$ cat src/hdl/ppro_pkg.sv
// Package for the planar pixel raster op core: payload structs,
// register indexes, mode codes and fixed geometry constants.
// No dependencies.
package ppro_pkg;

	localparam int unsigned ADDR_W  = 20;
	localparam int unsigned CFG_W   = 11;
	localparam int unsigned CFG_IDX_W = 3;

	// destination geometry; the byte span is 2**ADDR_W, so the wrap is the low bits
	localparam logic [10:0] MAX_PITCH = 11'd1024;
	localparam logic [10:0] MAX_ROWS  = 11'd1024;

	localparam logic [7:0] HI_NIBBLE = 8'hF0;
	localparam logic [3:0] LO_NIBBLE = 4'hF;

	localparam logic [CFG_IDX_W-1:0] REG_MODE        = 3'd0;
	localparam logic [CFG_IDX_W-1:0] REG_DEST_X      = 3'd1;
	localparam logic [CFG_IDX_W-1:0] REG_DEST_Y      = 3'd2;
	localparam logic [CFG_IDX_W-1:0] REG_ROW_PITCH   = 3'd3;
	localparam logic [CFG_IDX_W-1:0] REG_CLIP_WIDTH  = 3'd4;
	localparam logic [CFG_IDX_W-1:0] REG_CLIP_HEIGHT = 3'd5;
	localparam logic [CFG_IDX_W-1:0] REG_FILL_COLOUR = 3'd6;
	localparam logic [CFG_IDX_W-1:0] REG_MAP_MASK    = 3'd7;

	localparam logic [3:0] MODE_COPY         = 4'd0;
	localparam logic [3:0] MODE_MASKED_COPY  = 4'd1;
	localparam logic [3:0] MODE_TRANSP       = 4'd2;
	localparam logic [3:0] MODE_CLIP_TRANSP  = 4'd3;
	localparam logic [3:0] MODE_MONO         = 4'd4;
	localparam logic [3:0] MODE_MASKED_MONO  = 4'd5;
	localparam logic [3:0] MODE_XOR          = 4'd6;
	localparam logic [3:0] MODE_BLIT         = 4'd7;
	localparam logic [3:0] MODE_INV          = 4'd8;
	localparam logic [3:0] MODE_CLIP_INV     = 4'd9;

	typedef struct packed {
		logic [9:0] src_x;
		logic [9:0] src_y;
		logic       plane_transparent;
		logic       plane_intensity;
		logic       plane_red;
		logic       plane_green;
		logic       plane_blue;
		logic       mono_bit;
		logic [7:0] old_pixel;
	} item_t;

	typedef struct packed {
		logic              write_enable;
		logic [ADDR_W-1:0] dest_address;
		logic [7:0]        new_pixel;
	} result_t;

endpackage

$ cat src/hdl/planar_pixel_raster_op_core.sv
// Planar pixel raster op core: per-pixel blit operation producing
// chunky destination writes. Depends on ppro_pkg.
//
// Usage:
//   item channel (item_valid / item_stall / item): one source pixel with its
//   plane bits, mono bit and the old destination byte. A transaction is
//   taken when item_valid is high and item_stall low.
//   result channel (result_valid / result_stall / result): write enable,
//   wrapped destination address and new byte, one per item, in order.
//   cfg port (cfg_we / cfg_index / cfg_data): register writes, taken at any
//   edge with cfg_we high; write only while no transaction is in flight.
// Pipeline: an accepted item goes into the input register, then through one pass
//   of address multiply-add and pixel select into the result register and
//   result_valid. Throughput: one item per cycle while result_stall is low, set by
//   the single multiplier pass between the two registers.
// Stall: when result_stall holds a waiting result, the input register still
//   takes one more item; item_stall rises only once both registers are full.
// Reset: arst_n clears the valid flags and loads the register defaults
//   (mode copy, offsets 0, pitch 320, clip 320 x 200, fill 0, mask 15).
module planar_pixel_raster_op_core (
	input  logic                              clk,
	input  logic                              arst_n,
	input  logic                              cfg_we,
	input  logic [ppro_pkg::CFG_IDX_W-1:0]    cfg_index,
	input  logic [ppro_pkg::CFG_W-1:0]        cfg_data,
	input  logic                              item_valid,
	output logic                              item_stall,
	input  ppro_pkg::item_t                   item,
	output logic                              result_valid,
	input  logic                              result_stall,
	output ppro_pkg::result_t                 result
);

	logic [3:0]  mode_q;
	logic [10:0] dest_x_q;
	logic [10:0] dest_y_q;
	logic [10:0] row_pitch_q;
	logic [10:0] clip_width_q;
	logic [10:0] clip_height_q;
	logic [7:0]  fill_colour_q;
	logic [3:0]  map_mask_q;

	always_ff @(posedge clk or negedge arst_n) begin
		if (!arst_n) begin
			mode_q        <= ppro_pkg::MODE_COPY;
			dest_x_q      <= 11'd0;
			dest_y_q      <= 11'd0;
			row_pitch_q   <= 11'd320;
			clip_width_q  <= 11'd320;
			clip_height_q <= 11'd200;
			fill_colour_q <= 8'd0;
			map_mask_q    <= 4'd15;
		end else if (cfg_we) begin
			case (cfg_index)
				ppro_pkg::REG_MODE:        mode_q        <= cfg_data[3:0];
				ppro_pkg::REG_DEST_X:      dest_x_q      <= cfg_data;
				ppro_pkg::REG_DEST_Y:      dest_y_q      <= cfg_data;
				ppro_pkg::REG_ROW_PITCH:   row_pitch_q   <= cfg_data;
				ppro_pkg::REG_CLIP_WIDTH:  clip_width_q  <= cfg_data;
				ppro_pkg::REG_CLIP_HEIGHT: clip_height_q <= cfg_data;
				ppro_pkg::REG_FILL_COLOUR: fill_colour_q <= cfg_data[7:0];
				ppro_pkg::REG_MAP_MASK:    map_mask_q    <= cfg_data[3:0];
				default: ;
			endcase
		end
	end

	// pipeline control
	logic            valid_s1;
	ppro_pkg::item_t item_s1;
	logic            adv_out;
	logic            take_in;

	assign adv_out    = !result_valid || !result_stall;
	assign item_stall = valid_s1 && !adv_out;
	assign take_in    = item_valid && !item_stall;

	always_ff @(posedge clk or negedge arst_n) begin
		if (!arst_n) begin
			valid_s1     <= 1'b0;
			result_valid <= 1'b0;
		end else begin
			if (adv_out)
				result_valid <= valid_s1;
			if (take_in)
				valid_s1 <= 1'b1;
			else if (adv_out)
				valid_s1 <= 1'b0;
		end
	end

	always_ff @(posedge clk) begin
		if (take_in)
			item_s1 <= item;
	end

	// address and pixel
	logic signed [11:0] col;
	logic signed [11:0] row;
	logic [10:0]        pitch;
	logic signed [23:0] row_off;
	logic signed [24:0] addr_full;
	logic               in_clip;
	logic [3:0]         index;
	logic [7:0]         mono_val;
	logic [7:0]         keep_old;
	logic               we;
	logic [7:0]         val;
	ppro_pkg::result_t  res_d;

	always_comb begin
		col = $signed({2'b00, item_s1.src_x}) + $signed({dest_x_q[10], dest_x_q});
		row = $signed({2'b00, item_s1.src_y}) + $signed({dest_y_q[10], dest_y_q});
		pitch = (row_pitch_q > ppro_pkg::MAX_PITCH) ? ppro_pkg::MAX_PITCH : row_pitch_q;
		row_off = row * $signed({1'b0, pitch});
		addr_full = $signed({row_off[23], row_off})
			+ $signed({{13{col[11]}}, col});
		in_clip = !col[11] && !row[11]
			&& (col[10:0] < clip_width_q) && (row[10:0] < clip_height_q);
		index = {item_s1.plane_intensity, item_s1.plane_red,
			item_s1.plane_green, item_s1.plane_blue};
		mono_val = item_s1.mono_bit ? fill_colour_q
			: (fill_colour_q & ppro_pkg::HI_NIBBLE);
		keep_old = item_s1.old_pixel & ~{4'b0000, map_mask_q};

		we  = 1'b0;
		val = item_s1.old_pixel;
		case (mode_q)
			ppro_pkg::MODE_COPY: begin
				we  = 1'b1;
				val = {4'b0000, index};
			end
			ppro_pkg::MODE_MASKED_COPY: begin
				we  = 1'b1;
				val = keep_old | {4'b0000, index & map_mask_q};
			end
			ppro_pkg::MODE_TRANSP: begin
				we  = !item_s1.plane_transparent;
				val = we ? {4'b0000, index} : item_s1.old_pixel;
			end
			ppro_pkg::MODE_CLIP_TRANSP: begin
				we  = !item_s1.plane_transparent && in_clip;
				val = we ? {4'b0000, index} : item_s1.old_pixel;
			end
			ppro_pkg::MODE_MONO: begin
				we  = 1'b1;
				val = mono_val;
			end
			ppro_pkg::MODE_MASKED_MONO: begin
				we  = 1'b1;
				val = keep_old
					| {4'b0000, mono_val[3:0] & map_mask_q & ppro_pkg::LO_NIBBLE};
			end
			ppro_pkg::MODE_XOR: begin
				we  = item_s1.mono_bit;
				val = we ? (item_s1.old_pixel ^ fill_colour_q) : item_s1.old_pixel;
			end
			ppro_pkg::MODE_BLIT: begin
				we  = item_s1.mono_bit;
				val = we ? fill_colour_q : item_s1.old_pixel;
			end
			ppro_pkg::MODE_INV: begin
				we  = !item_s1.mono_bit;
				val = we ? fill_colour_q : item_s1.old_pixel;
			end
			ppro_pkg::MODE_CLIP_INV: begin
				we  = !item_s1.mono_bit && in_clip;
				val = we ? fill_colour_q : item_s1.old_pixel;
			end
			default: begin
				we  = 1'b0;
				val = item_s1.old_pixel;
			end
		endcase

		res_d.write_enable = we;
		res_d.dest_address = addr_full[ppro_pkg::ADDR_W-1:0];
		res_d.new_pixel    = val;
	end

	always_ff @(posedge clk) begin
		if (adv_out && valid_s1)
			result <= res_d;
	end

endmodule
$ cat config.mk
export PLATFORM = sky130hd
export DESIGN_NAME = planar_pixel_raster_op_core
export DESIGN_NICKNAME = d
export VERILOG_FILES = /design/src/hdl/ppro_pkg.sv /design/src/hdl/planar_pixel_raster_op_core.sv
export SDC_FILE = /design/constraint.sdc
export NUM_CORES = 1
export LEC_CHECK = 0
export BUFFER_PORTS_ARGS = -buffer_cell sky130_fd_sc_hd__buf_2
export CAP_MARGIN = 20
export CORE_ASPECT_RATIO = 1.75
export CORE_MARGIN = 1.5
export CORE_UTILIZATION = 40
export CTS_CLUSTER_SIZE = 24
export DETAILED_ROUTE_END_ITERATION = 6
export HOLD_SLACK_MARGIN = 0.05
export PLACE_DENSITY = 0.62
export SYNTH_ARGS = -nofsm -noshare
export SYNTH_HDL_FRONTEND = slang
export SYNTH_SLANG_ARGS = --single-unit
$ cat constraint.sdc
create_clock -name clk -period 17.2 [get_ports clk]
set_input_delay 1.72 -clock clk [delete_from_list [all_inputs] [get_ports clk]]
set_output_delay 1.72 -clock clk [all_outputs]
set_load 0.005 [all_outputs]
After elaboration in Yosys (flattened, before gate mapping) --
Index checks and enable logic that the tools add are counted.
Word-level totals: flip-flop bits (word level) 136, input port bits 53, output and inout port bits 31
Operators by class: $add $sub $neg 3, multipliers 1, $lt $le $gt $ge 3, eq/ne operators 16, multiplexer cells 12, bitwise logic cells 7, reductions and logical operators 30
Operator list (number):
- $pmux W8 S10 | 1
- $mux W8 | 6
- $add A11 B11 Y12 | 2
- $lt A11 B11 Y1 | 2
- $add A20 B12 Y20 | 1
- $mul A12 B12 Y20 | 1
- $eq A4 B3 Y1 const B | 4
- $or A8 B4 Y8 | 2
- $reduce_and A2 Y1 | 8
- $eq A3 B3 Y1 const B | 4
- $gt A11 B11 Y1 const B | 1
- $mux W11 | 1
- $and A4 B4 Y4 | 2
- $and A8 B8 Y8 | 1
- $eq A4 B2 Y1 const B | 2
- $eq A4 B4 Y1 const B | 2
- $logic_and A1 B1 Y1 | 8
- $logic_not A1 Y1 | 8
- $not A4 Y8 | 1
- $xor A8 B8 Y8 | 1
- $eq A3 B2 Y1 const B | 2
- $pmux W1 S6 | 1
- $eq A4 B1 Y1 const B | 1
- $logic_not A4 Y1 | 1
- other kinds (8) | 9

Logic depth before layout (Yosys ltp) --
depth after elaboration 8, gate-level depth with buffers 27

Worst setup path before layout --
Ideal clock, no wire load.
kind register to register, start register dest_y_q[0], end register result[26] in the netlist's numbering, data pin, setup time 258 ps, arrival time 6015 ps, path slack 10928 ps, stages on the path, launching flop included 26, buffers on the path 0, clock period less this slack 6272 ps, path through dfrtp_1 > ha_1 > inv_1 > fa_1 > nor2b_1 > o2111ai_1 > nand3_1 > nand2_1 > xnor2_1 > clkinv_1 > nand2_1 > fa_1 > inv_1 > fa_1 > fa_1 > fa_1 > inv_1 > fa_1 > inv_1 > ha_1 > and3_1 > a221o_1 > o41ai_2 > o2111ai_1 > a21oi_1 > xnor2_1
On the way: cells in the longest elaborated chain, start to end 3
Ends and longest elaborated chain:
- start, declared | RTL line planar_pixel_raster_op_core.sv:36 | logic [10:0] dest_y_q;
- start signal, assigned | RTL line planar_pixel_raster_op_core.sv:57 | ppro_pkg::REG_DEST_Y: dest_y_q <= cfg_data;
- $add A11 B11 Y12 | RTL line planar_pixel_raster_op_core.sv:113 | row = $signed({2'b00, item_s1.src_y}) + $signed({dest_y_q[10], dest_y_q});
- $mul A12 B12 Y20 | RTL line planar_pixel_raster_op_core.sv:115 | row_off = row * $signed({1'b0, pitch});
- $add A20 B12 Y20 | RTL line planar_pixel_raster_op_core.sv:117 | + $signed({{13{col[11]}}, col});
- named net addr_full[18] | RTL line planar_pixel_raster_op_core.sv:102 | logic signed [24:0] addr_full;
- end signal, assigned | RTL line planar_pixel_raster_op_core.sv:183 | result <= res_d;
- end, declared | RTL line planar_pixel_raster_op_core.sv:31 | output ppro_pkg::result_t result
The timed path passes the listed nets, and every way through them passes these cells. A chain may end at the register's enable or synchronous reset.

Final worst setup path --
start register dest_y_q[4], end register result[26] in the netlist's numbering, data pin
The elaborated chain is that of the path after synthesis.

==> metrics <==
Synth area leader=fa_1; vias in the first global route=9280; share of cells above drive strength 1=16.56%; Initial Utilization=40.48%; vias per inst=5.246; Final Hold Vio Count=0; GRT Total Usage=20.91%; max_cap viols=0; # IOs=84; post-route minimum period=7.147 ns; Die W=133.1 microns; Seq/Total Area, Yosys=31.48%; # setup viols final=0; largest fanout on the critical path=8; ANT nets after route=0; Core Rows=83; Diodes inserted=0; clk_lat worst skew=0.44 ns; RSZ-0062 raised after global routing=false; number of synthesized flops with an enable pin=63; fin crit share=41.55%; CP required=17.39 ns; HP Start=valid_s1; Clock Tree Buf Depth=2; Hold EP=result_valid; Die H=230.7 microns; Layout area overhead=11.95%; Placed Area=0.01272 sq mm; Slew @ Worst Pin=1.029 ns; drt initial violations=475; Synth Warn #=0; First-pass DRT Iterations=5; Final Routed Wirelength=30.43 mm; Synth cell types=74; synth top area cells=fa_1 (20%), edfxtp_1 (16%), dfrtp_1 (13%); Max Slew Vio Count=0; clock sink total=136; Synth top area share=19.76%; Root Driver=clkbuf_16; CP Cell Sequence=ha_1 -> and2_1 -> a31oi_1 -> and3_4 -> nor2_1 -> xnor2_1 -> clkinv_1 -> nand2_1 -> fa_1 -> inv_1 -> fa_1 -> fa_1 -> fa_1 -> inv_1 -> fa_1 -> inv_1 -> ha_1 -> and3_1 -> a221o_1 -> o41ai_2 -> o2111ai_1 -> a21oi_1 -> xnor2_1; clk_skew=0.01085 ns; share of async-settable or async-resettable flops after synthesis=53.68%; via count=8656; R2R Setup Slk=10.05 ns; DRC Markers=0; Final nets=1517; synthesized instance count=1175; slowest CP cell=xnor2_1; top-count cell post-synth=inv_1; worst r2r dst=result[26]; cts hold-fix bufs=0; die area=0.03072 sq mm; WL per Instance=18.44 microns; Synth Cell Area=0.01186 sq mm; number of CTS-inserted buffers=17; H-tree depth=4; largest net degree at the start of global routing=74; Top cell by count, worst path=fa_1; Startpoint Class=register; CTS clock-pin slew for the worst setup and hold paths=0.07 ns; fin area=0.01327 sq mm; first-pass GRT wire length=48.33 mm; outcome=finished clean; filler instances=2859; number of port buffers=83; WHS Path Cells=1; worst-case reg-to-reg path depth=23; kind of critical path=register to register; Mapped Nets=1437; cts repair resizes=0; FF+latch count, synth=136; HPWL after DPL=24.44 mm; Setup crit end kind=register; antenna violations before repair=0; GP Congestion=0.9284; GR Overflow Total=0; Top FF cell, synth=edfxtp_1; setup TNS=0 ns; Slew headroom=31.25%; fmax=139.9 MHz; reg2reg start=dest_y_q[4]; post-CTS setup buffers=0; CP peak stage delay=0.51 ns; core area=0.02929 sq mm; worst path arrival time=7.34 ns; commonest cells in the netlist=inv_1 (193), fa_1 (117), nand2_1 (114), nor2_1 (94), ha_1 (92); HP Class=register to register; CTS tree=done; synthesized area per cell=10.09 sq um
==> critical path: cells and delay by family (launching register included) <==
family                   cells  cell delay (ns)
flip-flops                   1             0.38
AO/OA/AOI/OAI                5             1.37
XOR/XNOR                     2             0.59
AND/OR/NAND/NOR              5             0.87
adder cells (fa/ha/maj)      7             3.06
buffers and inverters        4             0.61
==> per-layer routing <==
metal | routed length [microns] | track usage (%) | vias up
met5 | 0 | 0 | -
li1 | - | - | 4050
met4 | 1662 | 12.09 | 0
met1 | 10210 | 19.44 | 4279
met2 | 17650 | 41.98 | 231
met3 | 912 | 3.250 | 96
==> how the worst max path moves through the flow <==
stage | start | endpoint | cells after the start | slack (ns)
after global routing | dest_y_q[4] | result[26] | 23 | 9.69
after CTS | dest_y_q[4] | result[26] | 23 | 9.98
final | dest_y_q[4] | result[26] | 23 | 10.05
after floorplan | dest_y_q[0] | result[26] | 25 | 10.93
after global placement | dest_y_q[4] | result[26] | 23 | 10.09
after detailed placement | dest_y_q[4] | result[26] | 23 | 9.99
==> stage by stage <==
stage / hold WS (ns) / instances / util (%) / setup slack (ns)
detailed placement: 0.4843 / 1618 / 43.44 / 9.992
global route: 0.5157 / 1650 / 45.32 / 9.689
global placement: 0.4660 / 1618 / 43.44 / 10.09
CTS: 0.4998 / 1650 / 45.32 / 9.983
finish: 0.4983 / 1650 / 45.32 / 10.05
floorplan: 0.4434 / 1175 / - / 10.93
==> cell type report <==
type / count / area [sq um] / share of cell area, %
Sequential cell: 136 / 3732 / 28.12
Clock buffer: 19 / 454.2 / 3.422
Clock inverter: 13 / 95.09 / 0.7165
Inverter: 198 / 743.2 / 5.600
Multi-Input combinational cell: 808 / 7271 / 54.78
Timing Repair Buffer: 94 / 498.0 / 3.752
Tap cell: 382 / 478.0 / 3.601
==> cell usage in the layout (no fill, tap or decap), types with 37 or more instances in the layout <==
master    count
edfxtp_1     63
mux2_2       56
o21ai_0      40
dfrtp_1      62
ha_1         92
nand2_1     114
fa_1        117
inv_1       193
nor2_1       94
buf_2        83
xnor2_1      37
==> sequential cells by signal (all words and copies together), names as in the netlist, 8 cells and up <==
signal,flops
dest_y_q,11
dest_x_q,11
clip_height_q,11
item_s1,30
fill_colour_q,8
row_pitch_q,11
clip_width_q,11
result,29
==> kinds of logic after synthesis <==
kind of cell             after synthesis  synth area share (%)
multiplexers                          58                 5.488
AO/OA/AOI/OAI                        158                 9.161
flip-flops                           136                 31.48
adder cells (fa/ha/maj)              209                 29.47
buffers and inverters                231                 7.377
AND/OR/NAND/NOR                      336                 13.55
XOR/XNOR                              47                 3.472
Power is not shown: default switching activity piles up to over one toggle a cycle in this logic, so the estimate is an artifact.
